--- config.mk ---
export PLATFORM = sky130hd
export DESIGN_NAME = fcba_ram
export DESIGN_NICKNAME = d
export VERILOG_FILES = /design/src/fcba_ram.sv
export SDC_FILE = /design/constraint.sdc
export NUM_CORES = 1
export LEC_CHECK = 0
export ABC_AREA = 1
export BUFFER_PORTS_ARGS = -buffer_cell sky130_fd_sc_hd__buf_2
export CAP_MARGIN = 20
export CORE_ASPECT_RATIO = 0.6
export CORE_UTILIZATION = 55
export DETAILED_ROUTE_END_ITERATION = 8
export GPL_TIMING_DRIVEN = 0
export PLACE_DENSITY_LB_ADDON = 0.08
export SYNTH_ARGS = -nofsm -noshare
export SYNTH_HDL_FRONTEND = slang
export SYNTH_SLANG_ARGS = --single-unit
--- constraint.sdc ---
create_clock -name clk -period 1.2 [get_ports clk]
set_clock_uncertainty 0.1 [all_clocks]
set_input_delay 0.18 -clock clk [delete_from_list [all_inputs] [get_ports clk]]
set_output_delay 0.18 -clock clk [all_outputs]
set_load 0.005 [all_outputs]
--- src/fcba_ram.sv ---
module fcba_ram #(
  parameter int WIDTH = 8,
  parameter int DEPTH = 16
) (
  input  logic                     clk,
  input  logic                     we,
  input  logic [$clog2(DEPTH)-1:0] waddr,
  input  logic [WIDTH-1:0]         wdata,
  input  logic                     re,
  input  logic [$clog2(DEPTH)-1:0] raddr,
  output logic [WIDTH-1:0]         rdata
);

  logic [WIDTH-1:0] mem [DEPTH];

  always_ff @(posedge clk) begin
    if (we) begin
      mem[waddr] <= wdata;
    end
    if (re) begin
      rdata <= mem[raddr];
    end
  end

endmodule
==> Yosys cells after proc, flatten, opt, wreduce, memory -nomap -nowiden <==
Memory sizes are Yosys's and may differ from the RTL's. A register that Yosys moved wholly into a read port is not among the register bits.
Cells that the tools add are included.
{ "totals": {"regBits": 0, "mem_bits_rw": 128, "out_inout_bits": 8, "elab_cells": 3, "memories": 1} }
{ "classes": {"muxes": 2} }
{ "mem_list": {"columns": ["name", "words", "width", "rd", "rd_ports_with_merged_regs", "wr", "line_no", "rtl"], "rows": [
  ["mem", 16, 8, 1, 1, 1, "14", "logic [WIDTH-1:0] mem [DEPTH];"]
]} }
{ "ops": {"columns": ["operator", "n"], "rows": [
  ["2-to-1 mux 1 bit", 2]
]} }

==> Depth between registers and ports, before layout <==
{ "depth": {"depth_word": 2, "depth_mapped": 8, "depth_no_buf": 7} }

==> Worst setup path after synthesis <==
Ideal clock, no wire load.
{ "synth_path": {"kind": "input-to-reg", "start": "input port waddr[3]", "end": "memory mem[4][0] (enable)", "setup_time_ns": 0.370, "t_arrival_ns": 0.761, "required_ns": 0.730, "setup_slack_ns": -0.031, "stages": 2, "n_path_buf": 0, "path_cell_list": "nand3b_1 -> nor2_1"} }
{ "synth_lines": {"columns": ["item", "line_no", "rtl"], "rows": [
  ["from (decl)", "7", "input logic [$clog2(DEPTH)-1:0] waddr,"],
  ["to (decl)", "14", null]
]} }
Straight into the memory's write port.

==> Worst setup path after layout <==
{ "layout_path": {"start": "input port waddr[3]", "end": "memory mem[6][0] (enable)"} }
Straight into the memory's write port.

==> results.md <==
* Starting Density at ~58%
* Final instance area at around 7100 sq um
* Avg WL per Cell at just over 20 um
* Main combinational cell family by area after synthesis: simple AND/OR/NAND/NOR gates
* Synth Area in Adders at 0%
* Pins Over Slew Limit at 0
* Placed cell area at 6130 sq um
* Req. time, crit path at roughly 1.2 ns
* Core Area at ~10000 sq um
* Avg Synthesized Cell Area at 10.6 sq um
* Crit. End Element: flip-flop
* Clock Latency Late Sink at approximately 0.43 ns
* Nets at approximately 610
* CTS tree: built
* Antenna fix cells at 0
* Yosys warns at 0
* Post-route clock period utilization at 113%
* Compound-Gate Fraction of Synth Area at 0%
* Die width at roughly 140 um
* Syn Nets at 570
* Simple-gate share of the synthesized area at 20.8%
* First-pass GRT wire length at approximately 22 mm
* Commonest cells after routing, fill and taps aside: 164 x nand2_1, 136 x edfxtp_1, 99 x inv_1
* R2R setup slack at -0.01 ns
* Routed vias/inst at approximately 5.4
* Int Power at between 8 and 9 mW
* DP Wirelength at ~9.6 mm
* Port Buffers at 23
* Largest net degree at the start of global routing at 17
* Fin cells at 741
* Sequential power share at 47.3%
* Root buf cell: clkbuf_16
* Sequential area share after synthesis at a little over two thirds
* Commonest non-fill, non-tap cell in the layout: nand2_1
* Drt first pass iters at 5
* HP Class: primary input to flip-flop
* CP Launch Type: primary input
* Setup WS post-layout at -0.150 ns
* PD cells at roughly 1600 nW/um^2
* Final Hold Viols at 0
* Synth Area in XOR/XNOR at 0%
* CTS Buffer Depth at 2
* Routed WL at roughly 15 mm
* Initial drt markers at ~410
* CTS Sinks at 136
* Failing checks: negative setup slack
* RD Place Congestion at roughly 0.94
* Initial antenna violation count at 0
* Post-synthesis sequential element count at about 140
* Detailed-route via count at 4013
* CP max FO at 8
* Kind of critical path: primary input to flip-flop
* Switching Share at 22.6%
* Logic pwr share at under 10%
* Final ANT Viol Nets at 0
* # rows at 28
* Setup bufs post-CTS at 0
* Synth Cell Area at about 5800 sq um
* Number of top-level pins at 27
* Psw at about 2.6 mW
* Final setup vio count at 38
* Mux cell area share after synthesis at 0%
* Critical path arrival at 1.30 ns
* Max Cap Violations at 0
* Global Route Usage Sum at 29.5%
* Ratio of cells with drive above 1 in the final layout at about 26%
* CTS clk-pin slew, worst paths at 0.06 ns
* Vias in the first global route at ~3700
* Drt drc at 0
* Hold_buf cts at 0
* Global route total overflow at 0
* Run status: complete, but fails checks
* Total Power at ~11 mW
* Worst slew margin at between 40% and 50%
* Post-Syn Instances at 551
* Pre-CTS setup slack at -0.560 ns
* Total CTS buffers at 17
* Number of fillers in the final layout at a little over 700
* Die Area at around 11000 sq um
* Max VDD drop at approximately 1.1 mV
* Die Height at between 80 and 90 um
* Placed cells at approximately 710
* RSZ-0062 raised after global routing: true
* CTS H-Tree Depth at 4
* Clock network power share at a little under half
* Leakage at 3.02 nW
* Fmax at ~740 MHz
* Synth cell types at 11
* Tightest Pin Transition at between 0.8 and 0.9 ns
* Tmin final at 1.35 ns
* Area grow syn2layout at 20.8%
-- routing by layer --
layer / GRT usage (%) / vias to the layer above / part of all wire (%)
li1: - / 1872 / -
met2: 41.8 / 197 / 42
met4: 11.6 / 0 / 2.0
met5: 0 / - / 0
met3: 7.65 / 31 / 11
met1: 43.6 / 1913 / 45
-- final cells by class --
class	instances	area [sq um]	area share [%]
flip-flops and latches	136	4080	57.8
multi-input cells	289	1560	22.1
clock buffers	17	425	6.02
inverters	102	383	5.42
well taps	135	169	2.39
plain buffers	24	168	2.37
clock inverters	15	160	2.27
repair buffers	23	115	1.63
-- synth_stat cells, drive strengths merged --
master	count	area [sq um]
buf	24	166
edfxtp	136	4080
inv	102	383
nand2	173	649
nand3	97	485
nand3b	2	15.0
nor2	17	63.8
-- worst max-delay path: stages --
cell,delay [ns]
buf_2,0.12
nand3b_1,0.28
nor2_1,0.72
-- cells by family (layout without fill, tap and decap cells) --
| logic type | Yosys count | count (layout) |
|---|---|---|
| simple gates | 289 | 289 |
| flops | 136 | 136 |
| buf+inv | 126 | 181 |
-- path summary, 6_finish.rpt --
kind / cells after the start / endpoint / from
worst max-delay path: 3 / mem[6][0] / waddr[3]
worst min-delay path: 1 / rdata[4] / re
worst max register to register: 6 / rdata[5] / mem[12][5]
worst min register to register: 6 / rdata[0] / mem[10][0]
-- stage by stage --
stage / utilization, % / hold slack (ns) / TNS [ns]
final: 70.0 / 0.0406 / -3.80
after global routing: 70.0 / 0.0350 / -6.27
after CTS: 67.6 / 0.0424 / -5.15
after detailed placement: 60.8 / 0.475 / -59.81
after global placement: 60.8 / 0.474 / -56.07
after floorplan: - / 0.179 / -1.97
-- state kept, by name, indices dropped and copies added (netlist names) --
register	cells
rdata	8
mem	128
-- power groups by stage --
stage,Clock (mW),Combinational (mW),Sequential (mW)
floorplan,0,0.375,5.48
global placement,0,0.678,5.47
detailed placement,0,0.693,5.48
CTS,5.17,0.727,5.38
global route,5.36,0.878,5.39
finish,5.19,0.812,5.38
-- timing repair --
item | 4_1_cts | 5_1_grt
endpoints found under the setup margin | 67 | 128
endpoints found under the hold margin | 0 | 0
pin swaps | 4 | 35
gates resized for setup | 21 | 60
(Power assumes the default switching activity.)
